$ cat src/sv/rapsfp_pkg.sv
// Shared types and constants for the ring protection frame parser.
package rapsfp_pkg;

	localparam int unsigned MIN_FRAME_BYTES = 55;
	localparam int unsigned NODE_W = 48;
	localparam int unsigned POS_W = 6;
	localparam logic [POS_W-1:0] POS_MAX = 6'd63;

	// Byte offsets in an untagged frame; a VLAN tag moves the CFM offsets by TAG_SHIFT.
	localparam logic [POS_W-1:0] OFS_RING = 6'd5;
	localparam logic [POS_W-1:0] OFS_TYPE_HI = 6'd12;
	localparam logic [POS_W-1:0] OFS_TYPE_LO = 6'd13;
	localparam logic [POS_W-1:0] OFS_VERSION = 6'd14;
	localparam logic [POS_W-1:0] OFS_OPCODE = 6'd15;
	localparam logic [POS_W-1:0] OFS_REQUEST = 6'd18;
	localparam logic [POS_W-1:0] OFS_FLAGS = 6'd19;
	localparam logic [POS_W-1:0] OFS_NODE_FIRST = 6'd20;
	localparam logic [POS_W-1:0] OFS_NODE_LAST = 6'd25;
	localparam logic [POS_W-1:0] TAG_SHIFT = 6'd4;

	localparam logic [7:0] VLAN_TPID_HI = 8'h81;
	localparam logic [7:0] VLAN_TPID_LO = 8'h00;
	localparam logic [7:0] CFM_OPCODE_RAPS = 8'd40;
	localparam logic [4:0] CFM_VERSION_MAX = 5'd2;

	// R-APS request codes that the parser accepts.
	localparam logic [3:0] REQ_NR = 4'd0;
	localparam logic [3:0] REQ_MS = 4'd7;
	localparam logic [3:0] REQ_SF = 4'd11;
	localparam logic [3:0] REQ_FS = 4'd13;

	// Verdict codes, in check order after success.
	typedef enum logic [2:0] {
		ST_OK          = 3'd0,
		ST_TOO_SHORT   = 3'd1,
		ST_BAD_DEST    = 3'd2,
		ST_BAD_VERSION = 3'd3,
		ST_BAD_OPCODE  = 3'd4,
		ST_BAD_REQUEST = 3'd5
	} status_t;

	// Fields gathered from the header while the frame passes.
	typedef struct packed {
		logic              dest_mismatch;
		logic [7:0]        ring_byte;
		logic              tag_seen;
		logic [4:0]        version_field;
		logic [7:0]        opcode_byte;
		logic [3:0]        request_nibble;
		logic [2:0]        flag_bits;
		logic [NODE_W-1:0] node_shift;
	} frame_fields_t;

	// One verdict as it leaves the block.
	typedef struct packed {
		status_t           status;
		logic [7:0]        ring_number;
		logic [3:0]        request_code;
		logic [2:0]        status_flags;
		logic [NODE_W-1:0] sender_node;
		logic              tagged_res;
		logic              from_self;
	} verdict_t;

	// Expected destination address prefix byte at a given position.
	function automatic logic [7:0] dest_prefix(input logic [2:0] idx);
		logic [7:0] val;
		case (idx)
			3'd0: val = 8'h01;
			3'd1: val = 8'h19;
			3'd2: val = 8'hA7;
			default: val = 8'h00;
		endcase
		return val;
	endfunction

endpackage

$ cat src/sv/rapsfp_byte_if.sv
// Channel that carries one frame byte per item into the parser.
interface rapsfp_byte_if import rapsfp_pkg::*; ();
	logic       valid;
	logic       ready;
	logic [7:0] frame_byte;
	logic       last_byte;

	modport source (output valid, output frame_byte, output last_byte, input ready);
	modport sink (input valid, input frame_byte, input last_byte, output ready);
endinterface

$ cat src/sv/rapsfp_verdict_if.sv
// Channel that carries one parse verdict per item out of the parser.
interface rapsfp_verdict_if import rapsfp_pkg::*; ();
	logic              valid;
	logic              ready;
	logic [2:0]        status;
	logic [7:0]        ring_number;
	logic [3:0]        request_code;
	logic [2:0]        status_flags;
	logic [NODE_W-1:0] sender_node;
	logic              tagged_res;
	logic              from_self;

	modport source (
		output valid, output status, output ring_number, output request_code,
		output status_flags, output sender_node, output tagged_res, output from_self,
		input ready
	);
	modport sink (
		input valid, input status, input ring_number, input request_code,
		input status_flags, input sender_node, input tagged_res, input from_self,
		output ready
	);
endinterface

$ cat src/sv/rapsfp_verdict.sv
// Verdict logic: runs the frame checks in order and masks fields of a failed frame.
module rapsfp_verdict import rapsfp_pkg::*; (
	input  frame_fields_t      fields,
	input  logic [POS_W-1:0]   last_pos,
	input  logic [NODE_W-1:0]  local_node,
	output verdict_t           verdict
);

	logic    too_short;
	logic    req_known;
	status_t status;

	// Frame length is the position of the last byte plus one.
	assign too_short = ({1'b0, last_pos} + 7'd1) < 7'(MIN_FRAME_BYTES);

	assign req_known = (fields.request_nibble == REQ_NR) || (fields.request_nibble == REQ_MS)
		|| (fields.request_nibble == REQ_SF) || (fields.request_nibble == REQ_FS);

	// First failing check sets the status.
	always_comb begin
		if (too_short) begin
			status = ST_TOO_SHORT;
		end else if (fields.dest_mismatch) begin
			status = ST_BAD_DEST;
		end else if (fields.version_field > CFM_VERSION_MAX) begin
			status = ST_BAD_VERSION;
		end else if (fields.opcode_byte != CFM_OPCODE_RAPS) begin
			status = ST_BAD_OPCODE;
		end else if (!req_known) begin
			status = ST_BAD_REQUEST;
		end else begin
			status = ST_OK;
		end
	end

	// A failed frame reports only its status.
	always_comb begin
		verdict = '0;
		verdict.status = status;
		if (status == ST_OK) begin
			verdict.ring_number  = fields.ring_byte;
			verdict.request_code = fields.request_nibble;
			verdict.status_flags = fields.flag_bits;
			verdict.sender_node  = fields.node_shift;
			verdict.tagged_res   = fields.tag_seen;
			verdict.from_self    = (fields.node_shift == local_node);
		end
	end

endmodule

$ cat src/sv/ring_aps_frame_parser.sv
// Top level of the ring protection (R-APS) frame parser.
// Throughput: one frame byte per cycle, with no gaps between frames, unless a verdict waits on a stalled sink.
// Latency: the verdict is valid in the cycle after the last byte is accepted.
// The byte channel stalls only while a verdict waits and the sink does not take it.
// Reset clears the parse state, the pending verdict and the local node address.
module ring_aps_frame_parser import rapsfp_pkg::*; (
	input  logic                 clk,
	input  logic                 arst_n,
	rapsfp_byte_if.sink          frame,
	rapsfp_verdict_if.source     verdict,
	input  logic                 node_wr_en,
	input  logic [NODE_W-1:0]    node_wr_data
);

	logic [NODE_W-1:0] local_node_q;
	logic [POS_W-1:0]  pos_q;
	frame_fields_t     fields_q;
	frame_fields_t     fields_next;
	logic              accept;
	logic [POS_W-1:0]  tag_ofs;
	verdict_t          verdict_comb;
	verdict_t          verdict_q;
	logic              out_valid_q;
	logic [7:0]        type_hi_q;

	// A byte enters whenever the result register is free or being emptied.
	assign frame.ready = !out_valid_q || verdict.ready;
	assign accept = frame.valid && frame.ready;

	// Local node address register.
	always_ff @(posedge clk or negedge arst_n) begin
		if (!arst_n) begin
			local_node_q <= '0;
		end else if (node_wr_en) begin
			local_node_q <= node_wr_data;
		end
	end

	// Field capture for the byte at the current position.
	assign tag_ofs = fields_q.tag_seen ? TAG_SHIFT : '0;

	always_comb begin
		fields_next = fields_q;
		if (pos_q < OFS_RING) begin
			if (frame.frame_byte != dest_prefix(pos_q[2:0])) begin
				fields_next.dest_mismatch = 1'b1;
			end
		end else if (pos_q == OFS_RING) begin
			fields_next.ring_byte = frame.frame_byte;
		end else if (pos_q == OFS_TYPE_HI) begin
			fields_next.opcode_byte = fields_q.opcode_byte;
		end else if (pos_q == OFS_TYPE_LO) begin
			fields_next.tag_seen = (type_hi_q == VLAN_TPID_HI)
				&& (frame.frame_byte == VLAN_TPID_LO);
		end else if (pos_q == OFS_VERSION + tag_ofs) begin
			fields_next.version_field = frame.frame_byte[4:0];
		end else if (pos_q == OFS_OPCODE + tag_ofs) begin
			fields_next.opcode_byte = frame.frame_byte;
		end else if (pos_q == OFS_REQUEST + tag_ofs) begin
			fields_next.request_nibble = frame.frame_byte[7:4];
		end else if (pos_q == OFS_FLAGS + tag_ofs) begin
			fields_next.flag_bits = frame.frame_byte[7:5];
		end else if ((pos_q >= OFS_NODE_FIRST + tag_ofs)
				&& (pos_q <= OFS_NODE_LAST + tag_ofs)) begin
			fields_next.node_shift = {fields_q.node_shift[NODE_W-9:0], frame.frame_byte};
		end
	end

	// High ethertype byte, held until the low byte decides the tag.
	always_ff @(posedge clk or negedge arst_n) begin
		if (!arst_n) begin
			type_hi_q <= '0;
		end else if (accept) begin
			if (frame.last_byte) begin
				type_hi_q <= '0;
			end else if (pos_q == OFS_TYPE_HI) begin
				type_hi_q <= frame.frame_byte;
			end
		end
	end

	// Parse state: position saturates, everything clears after the last byte.
	always_ff @(posedge clk or negedge arst_n) begin
		if (!arst_n) begin
			pos_q    <= '0;
			fields_q <= '0;
		end else if (accept) begin
			if (frame.last_byte) begin
				pos_q    <= '0;
				fields_q <= '0;
			end else begin
				fields_q <= fields_next;
				if (pos_q < POS_MAX) begin
					pos_q <= pos_q + 6'd1;
				end
			end
		end
	end

	rapsfp_verdict u_verdict (
		.fields     (fields_next),
		.last_pos   (pos_q),
		.local_node (local_node_q),
		.verdict    (verdict_comb)
	);

	// Result register valid flag.
	always_ff @(posedge clk or negedge arst_n) begin
		if (!arst_n) begin
			out_valid_q <= 1'b0;
		end else if (accept && frame.last_byte) begin
			out_valid_q <= 1'b1;
		end else if (verdict.ready) begin
			out_valid_q <= 1'b0;
		end
	end

	// Result register payload.
	always_ff @(posedge clk) begin
		if (accept && frame.last_byte) begin
			verdict_q <= verdict_comb;
		end
	end

	assign verdict.valid        = out_valid_q;
	assign verdict.status       = verdict_q.status;
	assign verdict.ring_number  = verdict_q.ring_number;
	assign verdict.request_code = verdict_q.request_code;
	assign verdict.status_flags = verdict_q.status_flags;
	assign verdict.sender_node  = verdict_q.sender_node;
	assign verdict.tagged_res   = verdict_q.tagged_res;
	assign verdict.from_self    = verdict_q.from_self;

endmodule

$ cat src/flat_wrapper.sv
// flat-port wrapper written by rule: the top's interface ports become plain ports
module ring_aps_frame_parser_flat import rapsfp_pkg::*;
  (clk, arst_n, node_wr_en, node_wr_data, frame_valid, frame_frame_byte, frame_last_byte, frame_ready, verdict_valid, verdict_status, verdict_ring_number, verdict_request_code, verdict_status_flags, verdict_sender_node, verdict_tagged_res, verdict_from_self, verdict_ready);
  rapsfp_byte_if frame_i ();
  rapsfp_verdict_if verdict_i ();
  input  logic clk;
  input  logic arst_n;
  input  logic node_wr_en;
  input  logic [NODE_W-1:0] node_wr_data;
  input wire logic [$bits(frame_i.valid)-1:0] frame_valid;
  input wire logic [$bits(frame_i.frame_byte)-1:0] frame_frame_byte;
  input wire logic [$bits(frame_i.last_byte)-1:0] frame_last_byte;
  output wire logic [$bits(frame_i.ready)-1:0] frame_ready;
  output wire logic [$bits(verdict_i.valid)-1:0] verdict_valid;
  output wire logic [$bits(verdict_i.status)-1:0] verdict_status;
  output wire logic [$bits(verdict_i.ring_number)-1:0] verdict_ring_number;
  output wire logic [$bits(verdict_i.request_code)-1:0] verdict_request_code;
  output wire logic [$bits(verdict_i.status_flags)-1:0] verdict_status_flags;
  output wire logic [$bits(verdict_i.sender_node)-1:0] verdict_sender_node;
  output wire logic [$bits(verdict_i.tagged_res)-1:0] verdict_tagged_res;
  output wire logic [$bits(verdict_i.from_self)-1:0] verdict_from_self;
  input wire logic [$bits(verdict_i.ready)-1:0] verdict_ready;
  assign frame_i.valid = frame_valid;
  assign frame_i.frame_byte = frame_frame_byte;
  assign frame_i.last_byte = frame_last_byte;
  assign frame_ready = frame_i.ready;
  assign verdict_valid = verdict_i.valid;
  assign verdict_status = verdict_i.status;
  assign verdict_ring_number = verdict_i.ring_number;
  assign verdict_request_code = verdict_i.request_code;
  assign verdict_status_flags = verdict_i.status_flags;
  assign verdict_sender_node = verdict_i.sender_node;
  assign verdict_tagged_res = verdict_i.tagged_res;
  assign verdict_from_self = verdict_i.from_self;
  assign verdict_i.ready = verdict_ready;
  ring_aps_frame_parser u_core (.clk(clk), .arst_n(arst_n), .frame(frame_i), .verdict(verdict_i), .node_wr_en(node_wr_en), .node_wr_data(node_wr_data));
endmodule
$ cat config.mk
export PLATFORM = sky130hd
export DESIGN_NAME = ring_aps_frame_parser_flat
export DESIGN_NICKNAME = d
export VERILOG_FILES = /design/src/sv/rapsfp_pkg.sv /design/src/sv/rapsfp_byte_if.sv /design/src/sv/rapsfp_verdict_if.sv /design/src/sv/rapsfp_verdict.sv /design/src/sv/ring_aps_frame_parser.sv /design/src/flat_wrapper.sv
export SDC_FILE = /design/constraint.sdc
export NUM_CORES = 1
export LEC_CHECK = 0
export BUFFER_PORTS_ARGS = -buffer_cell sky130_fd_sc_hd__buf_4
export CORE_AREA = 5 5 147 149
export CTS_CLUSTER_DIAMETER = 30
export CTS_CLUSTER_SIZE = 10
export DETAILED_ROUTE_END_ITERATION = 8
export DIE_AREA = 0 0 152 154
export GPL_TIMING_DRIVEN = 1
export PLACE_DENSITY_LB_ADDON = 0.05
export SLEW_MARGIN = 15
export SYNTH_ARGS = -nofsm -noshare
export SYNTH_HDL_FRONTEND = slang
export SYNTH_SLANG_ARGS = --single-unit
export TNS_END_PERCENT = 50
$ cat constraint.sdc
create_clock -name clk -period 3.2 [get_ports clk]
set_input_delay 0.48 -clock clk [delete_from_list [all_inputs] [get_ports clk]]
set_output_delay 0.48 -clock clk [all_outputs]
set_load 0.05 [all_outputs]
* After elaboration in Yosys (flattened, before gate mapping)
Cells that the tools add are included.
** Word-level totals
- Register bits after elaboration :: 209
- Bits of input ports :: 62
- Output and inout bits :: 70
- Logic and storage cells :: 101
** Cells by class
- Add/subtract/negate cells :: 8
- $lt $le $gt $ge :: 6
- Eq/ne operators :: 16
- Mux-type cells :: 34
- Reduce and logical (&&, ||, !) cells :: 18
** Operators with widths (number)
- two-way mux 55 bit :: 2
- two-way mux 48 bit :: 2
- two-way mux 78 bit :: 1
- two-way mux 77 bit :: 1
- two-way mux 69 bit :: 1
- two-way mux 68 bit :: 1
- two-way mux 63 bit :: 1
- two-way mux 51 bit :: 1
- equality test 48 bit :: 1
- two-way mux 8 bit :: 6
- adder 5 x 6 -> 6 bit (first input constant) :: 4
- equality test 6 bit :: 4
- case mux 8 bit (3 select lines) :: 1
- two-way mux 3 bit :: 7
- two-way mux 6 bit :: 3
- adder 4 x 6 -> 6 bit (first input constant) :: 2
- equality test 6 x 4 -> 1 bit (second input constant) :: 2
- equality test 4 bit (second input constant) :: 2
- equality test 8 bit (second input constant) :: 1
- logical NOT 8 bit :: 1
- != test 8 x 6 -> 1 bit (second input constant) :: 1
- != test 8 bit :: 1
- adder 6 x 1 -> 7 bit (second input constant) :: 1
- < comparator 7 x 6 -> 1 bit (second input constant) :: 1
- 20 further kinds :: 34

* Depth between registers and ports, before layout
- Depth after elaboration :: 23
- Depth in mapped cells :: 14
- Gate-level depth less buffers :: 10

* Cells and area by module
A second synthesis with hierarchy kept.
** Unflattened totals
- Cell total of the unflattened synthesis :: 961
- Area, all modules :: 10727.8 um^2
** By module, submodules not included
- ring_aps_frame_parser :: times used 1, cells an instance 800, area an instance 9544.2 um^2, seq. area each 5570.3 um^2
- rapsfp_verdict :: times used 1, cells an instance 161, area an instance 1183.6 um^2, seq. area each 0.0 um^2

* Least setup slack after synthesis
Ideal clock, no wire load.
- Path kind :: reg2reg
- From :: register u_core.out_valid_q, in the netlist u_core.verdict.valid
- To :: register u_core.verdict_q (netlist bit u_core.verdict.from_self) (enable)
- Library setup time :: 0.422 ns
- Data arrival time :: 2.979 ns
- Data required time :: 2.778 ns
- Slack :: -0.201 ns
- Stages on the path, launching flop included :: 6
- Buffers on the path :: 1
- Period minus slack after synthesis :: 3.401 ns
- Cell sequence :: dfrtp_1 nand2b_1 and2_1 clkbuf_1 nand2_1 inv_1
** Between the ends
- Cells in the longest elaborated chain, start to end :: 4
** Ends and longest elaborated chain
- start: declaration :: RTL line ring_aps_frame_parser.sv:23 : logic out_valid_q;
- start signal: assignment :: RTL line ring_aps_frame_parser.sv:110 : out_valid_q <= 1'b0;
- start signal: assignment :: RTL line ring_aps_frame_parser.sv:112 : out_valid_q <= 1'b1;
- start signal: assignment :: RTL line ring_aps_frame_parser.sv:114 : out_valid_q <= 1'b0;
- logical NOT 1 bit :: RTL line ring_aps_frame_parser.sv:27 : assign frame.ready = !out_valid_q || verdict.ready;
- logical OR 1 bit :: RTL line ring_aps_frame_parser.sv:27
- via frame_ready :: RTL line flat_wrapper.sv:13 : output wire logic [$bits(frame_i.ready)-1:0] frame_ready;
- logical AND 1 bit :: RTL line ring_aps_frame_parser.sv:28 : assign accept = frame.valid && frame.ready;
- logical AND 1 bit :: RTL line ring_aps_frame_parser.sv:120 : if (accept && frame.last_byte) begin
- end signal: assignment :: RTL line ring_aps_frame_parser.sv:121 : verdict_q <= verdict_comb;
- end: declaration :: RTL line ring_aps_frame_parser.sv:22 : verdict_t verdict_q;
The timed path passes the listed nets, and every way through them passes these cells.
A chain may end at the register's enable or synchronous reset.

* Worst setup path in the final report
- From :: register u_core.pos_q[1]
- To :: register u_core.verdict_q (netlist bit u_core.verdict.from_self), data pin
** Between the ends
- Cells in the longest elaborated chain, start to end :: 18
- Elaborated cells on any way between the ends :: 51
- Classes of those cells :: add/sub (1); order compare (5); eq/ne (15); mux (23); reduce/logical (7)
** Ends and longest elaborated chain
- start: declaration :: RTL line ring_aps_frame_parser.sv:16 : logic [POS_W-1:0] pos_q;
- start signal: assignment :: RTL line ring_aps_frame_parser.sv:94 : pos_q <= pos_q + 6'd1;
- equality test 6 bit :: RTL line ring_aps_frame_parser.sv:59 : end else if (pos_q == OFS_REQUEST + tag_ofs) begin
- two-way mux 4 bit :: RTL line ring_aps_frame_parser.sv:59
- two-way mux 55 bit :: RTL line ring_aps_frame_parser.sv:57 : end else if (pos_q == OFS_OPCODE + tag_ofs) begin
- two-way mux 63 bit :: RTL line ring_aps_frame_parser.sv:55 : end else if (pos_q == OFS_VERSION + tag_ofs) begin
- two-way mux 68 bit :: RTL line ring_aps_frame_parser.sv:52 : end else if (pos_q == OFS_TYPE_LO) begin
- two-way mux 55 bit :: RTL line ring_aps_frame_parser.sv:50 : end else if (pos_q == OFS_TYPE_HI) begin
- two-way mux 69 bit :: RTL line ring_aps_frame_parser.sv:48 : end else if (pos_q == OFS_RING) begin
- two-way mux 77 bit :: RTL line ring_aps_frame_parser.sv:44 : if (pos_q < OFS_RING) begin
- equality test 4 x 3 -> 1 bit or logical NOT 4 bit (tied branches) :: RTL line rapsfp_verdict.sv:16 : assign req_known = (fields.request_nibble == REQ_NR) || (fields.request_nibble == REQ_MS)
- logical OR 1 bit :: RTL line rapsfp_verdict.sv:16
- logical OR 1 bit (2 in series) :: RTL line rapsfp_verdict.sv:17 : || (fields.request_nibble == REQ_SF) || (fields.request_nibble == REQ_FS);
- two-way mux 3 bit :: RTL line rapsfp_verdict.sv:29 : end else if (!req_known) begin
- two-way mux 3 bit :: RTL line rapsfp_verdict.sv:27 : end else if (fields.opcode_byte != CFM_OPCODE_RAPS) begin
- two-way mux 3 bit :: RTL line rapsfp_verdict.sv:25 : end else if (fields.version_field > CFM_VERSION_MAX) begin
- two-way mux 3 bit :: RTL line rapsfp_verdict.sv:23 : end else if (fields.dest_mismatch) begin
- two-way mux 3 bit :: RTL line rapsfp_verdict.sv:21 : if (too_short) begin
- logical NOT 3 bit :: RTL line rapsfp_verdict.sv:40 : if (status == ST_OK) begin
Parallel ways exist; a longest one is shown, timed or not. The select of a mux whose other input is x is not followed.

==> results by stage <==
Yosys:
- Counting flops with a built-in enable in the synthesized netlist gives between 60 and 70.
- The count of yosys warnings during synthesis is 0.
- The main flop type after synthesis is dfrtp_1.
- The mapped netlist covers 0.0104 mm².
- The count of unique library cells instantiated by Yosys is 63.
- The post-synth net total is 1101.
- The share of the Yosys chip area taken by registers is 53.6%.
- Counting flops with an async set or reset pin after synthesis yields a share of 67.5%.
- The cell count after synthesis is between 1k and 1.5k.
- The number of synthesized register bits is approximately 210.
- Dividing the synthesized area by the synthesized cell count gives 10.1 µm².

Timing:
- Across all setup checks in the final design, the least slack found is between 0.1 and 0.15 ns.
- The transition time at the pin with the least slew margin is 0.637 ns.
- Headroom to the max-slew limit came out at 57.5%.
- In the finished design, the share of the clock period the worst path needs comes to 96.9%.
- The number of hold-slack violations in the final timing report was 0.
- Setup repair after global routing could not meet its margin everywhere.
- The final clock skew is 0.0145 ns.
- Based on the critical path, the design can be clocked at up to 323 MHz.
- The clock period minus worst slack is 3.10 ns.
- The max-slew violation total from the final report was 0.
- Setup violations remaining at the end of the flow were counted as 0.

Placement:
- The worst setup slack before clock tree synthesis is -0.0568 ns.
- Input and output buffers added on the ports amount to 131.
- The global placement routability congestion is 0.966.
- The wire-length estimate of the detail-placed layout is around 22 mm.

Drt:
- The detailed-route DRC error count is 0.
- The DRC violation total after the first TritonRoute iteration is 1106.
- The routed via count is 9095.
- The remaining antenna violation count is 0.
- The detailed-route wire length per cell is 21.9 µm.
- The first-pass iteration count of the detailed router is 6.
- The routed design has between 30 and 40 mm of wire.
- After detailed routing, the number of vias per cell comes to 6.11.

Setup path:
- The largest fanout of any net on the critical path is 31.
- The endpoint arrival time on the critical path is 3.45 ns.
- The most numerous cell type found on the critical path is o21ai_0.
- The critical path starts at u_core.pos_q[1]$_DFFE_PN0P_.
- The standard cell with the maximum stage delay on the critical path is dfrtp_1.
- Counting both buffers and inverters, the worst setup path holds a total of 4.
- In this design, the stage delay of the slowest critical-path cell is 0.46 ns.
- The critical path goes through inv_1, ha_1, buf_4, o21ai_0, o21ai_0, a21oi_1, nand2_1, mux2_2, nor2_1, nand4_1, buf_6, buf_16, nor4_4.
- The worst setup path is captured at a flip-flop.
- STA classifies the critical path startpoint as a flip-flop.
- The critical path in this run is classified as reg2reg.
- Grouping stages by cell kind, the critical path spends the most delay in simple AND/OR/NAND/NOR gates.
- The startpoint identified for the worst register-to-register timing path is u_core.pos_q[1]$_DFFE_PN0P_.
- For the worst setup path, the data required time is 3.55 ns.

Global routing:
- Entering global routing, the biggest net connects just under 90 pins.
- In the global route stage, met1 resource usage came out at 41.0%.
- The layer carrying the most global-route usage is met1.
- For met2 alone, demand over resource in global routing was 37.6%.
- The initial antenna violation count was 0.
- Global routing consumed, on the met3 layer, 6.94% of the routing resources.
- The global-route wire length before repair is ~51 mm.
- The via count of the first global-routing pass is 8773.
- The overflow left after global routing is 0.
- The global-route total usage across every layer is 27.2%.

Power:
- Power spread over the standard cell area amounts to 772 mW/mm².
- The total leakage power is 0.00568 µW.
- The worst-case IR drop observed on VDD is 0.000478 V.

Die:
- The floorplan has 52 rows.
- Measured along the x axis, the die boundary spans 152 µm.
- From bottom edge to top edge, the die measures 154 µm.
- The floorplan step defined a die boundary enclosing roughly 0.023 mm².
- The starting density of the core is 51.9%.
- The core box area is 0.0200 mm².
- Pin placement for this block handled 132 I/O pins.

CTS:
- The maximum root-to-sink buffer count is 3.
- At the later pin of the worst-skew pair, clock insertion delay measures 0.52 ns.
- The clock drives 209 sinks.
- TritonCTS built the clock tree.
- The maximum level of the CTS H-tree is 2.
- Buffers inserted during clock tree synthesis total 44.
- Clock-pin slew was measured on the worst setup and hold paths at 0.05 ns.
- The cell sitting at the root of the clock tree is a clkbuf_16.

Min path:
- In this run the most critical hold path is launched from node_wr_data[6].
- The classification of the worst-slack hold path is in2reg.

Run:
- The tool flagged a number of max-cap violations equal to 0.

Layout:
- Cells fill 67.8% of the core in the end.
- The number of antenna diodes in the final layout is 0.
- In the final design database the tool counted 1255 nets.
- The fraction of layout instances using a drive strength above 1 is 26.2%.
- The area growth from synthesis to layout is 30.8%.

Run status:
- The flow ran to the end, and the final reports show no timing, DRC or antenna violations.
[per-stage QoR]
step                TNS (ns)  instance area, µm²  total power (µW)  hold WS (ns)  cells
finish                     0               13600             10500         0.175   1489
global route          -0.445               13600             10900         0.176   1489
CTS                        0               13400             10400         0.165   1481
detailed placement   -0.0568               11800              5570         0.470   1399
global placement           0               11800              5540         0.467   1399
floorplan                  0               10400              4800         0.184   1032
[timing repair]
action / in CTS / in global routing
setup buffers: 1 / 7
pin swaps: 0 / 4
hold buffers: 1 / 0
cloned: 1 / 1
endpoints found under the hold margin: 55 / 0
setup endpoints to repair: 10 / 65
gates resized for setup: 6 / 17
[area by class of cell]
type,count,area [µm²]
clock inverter,27,370
fill,1611,6450
clock buffer,52,1220
multi-input combinational,697,4420
sequential,209,5570
inverter,52,199
tap,270,338
timing repair buffer,182,1470
[worst paths after layout]
path,to,slack (ns),depth (start not counted)
worst max-delay path,u_core.verdict.from_self$_SDFFCE_PP0P_,0.10,13
worst min-delay path,u_core.local_node_q[6]$_DFFE_PN0P_,0.17,3
worst max register to register,u_core.verdict.from_self$_SDFFCE_PP0P_,0.10,13
worst min register to register,u_core.fields_q[54]$_DFFE_PN0P_,0.47,2
max in group asynchronous,u_core.fields_q[19]$_DFFE_PN0P_,1.81,3
min in group asynchronous,u_core.fields_q[67]$_DFFE_PN0P_,0.50,2
[layout by cell type, fill, tap and decap left out, types with 44 or more instances in the layout]
cell type,netlist,routed
nor2_1,50,49
o21ai_0,75,75
nand2_1,150,147
inv_1,52,49
edfxtp_1,68,68
clkbuf_16,0,47
a21oi_1,82,79
buf_4,1,172
dfrtp_1,141,140
o22ai_1,45,44
[Yosys cell counts (2+ instances only)]
library cell / count / area (µm²)
a2111oi_0: 4 / 35.0
a211oi_1: 2 / 15.0
a21boi_0: 34 / 255
a21oi_1: 82 / 410
a21oi_2: 3 / 26.3
a221o_1: 2 / 20.0
a221oi_1: 8 / 70.1
a222oi_1: 2 / 20.0
a22o_1: 11 / 96.3
a22oi_1: 31 / 233
a2bb2oi_1: 3 / 26.3
a31oi_1: 3 / 18.8
and3_1: 6 / 37.5
buf_1: 3 / 11.3
buf_2: 8 / 40.0
buf_6: 2 / 22.5
clkbuf_1: 61 / 229
dfrtp_1: 141 / 3530
edfxtp_1: 68 / 2040
ha_1: 7 / 87.6
inv_1: 52 / 195
mux2_2: 34 / 383
mux2i_1: 14 / 140
nand2_1: 150 / 563
nand2b_1: 3 / 18.8
nand3_1: 6 / 30.0
nand4_1: 14 / 87.6
nor2_1: 50 / 188
nor3_1: 7 / 35.0
nor3b_1: 2 / 15.0
nor4_1: 13 / 81.3
nor4b_1: 3 / 26.3
o21ai_0: 75 / 375
o21bai_1: 5 / 37.5
o221ai_1: 4 / 35.0
o22a_1: 2 / 17.5
o22ai_1: 45 / 282
o2bb2ai_1: 4 / 35.0
or4_1: 2 / 15.0
xnor2_1: 33 / 289
xor2_1: 11 / 96.3
[cell families (layout without fill, tap and decap cells)]
kind of cell | after synthesis | in the layout | share of synthesized area, %
AOI/OAI and AO/OA | 327 | 327 | 19.9
xor gates and xnor gates | 44 | 44 | 3.71
adders and majority gates | 7 | 7 | 0.843
buffers and inverters | 127 | 313 | 4.86
DFF | 209 | 209 | 53.6
muxes | 48 | 48 | 5.03
and+or+nand+nor | 270 | 271 | 12.1
[state kept, by name (all words and copies together) (netlist names)]
signal	flops
u_core.fields_q	78
u_core.local_node_q	48
u_core.pos_q	6
u_core.type_hi_q	8
u_core.verdict.from_self	1
u_core.verdict.request_code	4
u_core.verdict.ring_number	8
u_core.verdict.sender_node	48
u_core.verdict.status	3
u_core.verdict.status_flags	3
u_core.verdict.tagged_res	1
u_core.verdict.valid	1
[where the power goes]
| part | switching (µW) | internal, µW | total [µW] |
|---|---|---|---|
| registers | 613 | 3160 | 3780 |
| logic | 1080 | 795 | 1880 |
| clock network | 1470 | 3370 | 4840 |
[tightest hold or removal path: cells and delay by family]
kind,cells,cell delay [ns]
AO/OA/AOI/OAI,1,0.06
AND/OR/NAND/NOR,1,0.04
buffers and inverters,1,0.07
[layer usage]
metal	vias to the layer above	share of wire, %
li1	4064	-
met1	4387	43
met2	535	42
met3	109	12
met4	0	3.7
met5	-	0
Note: power is estimated with default switching activity, not from simulation.
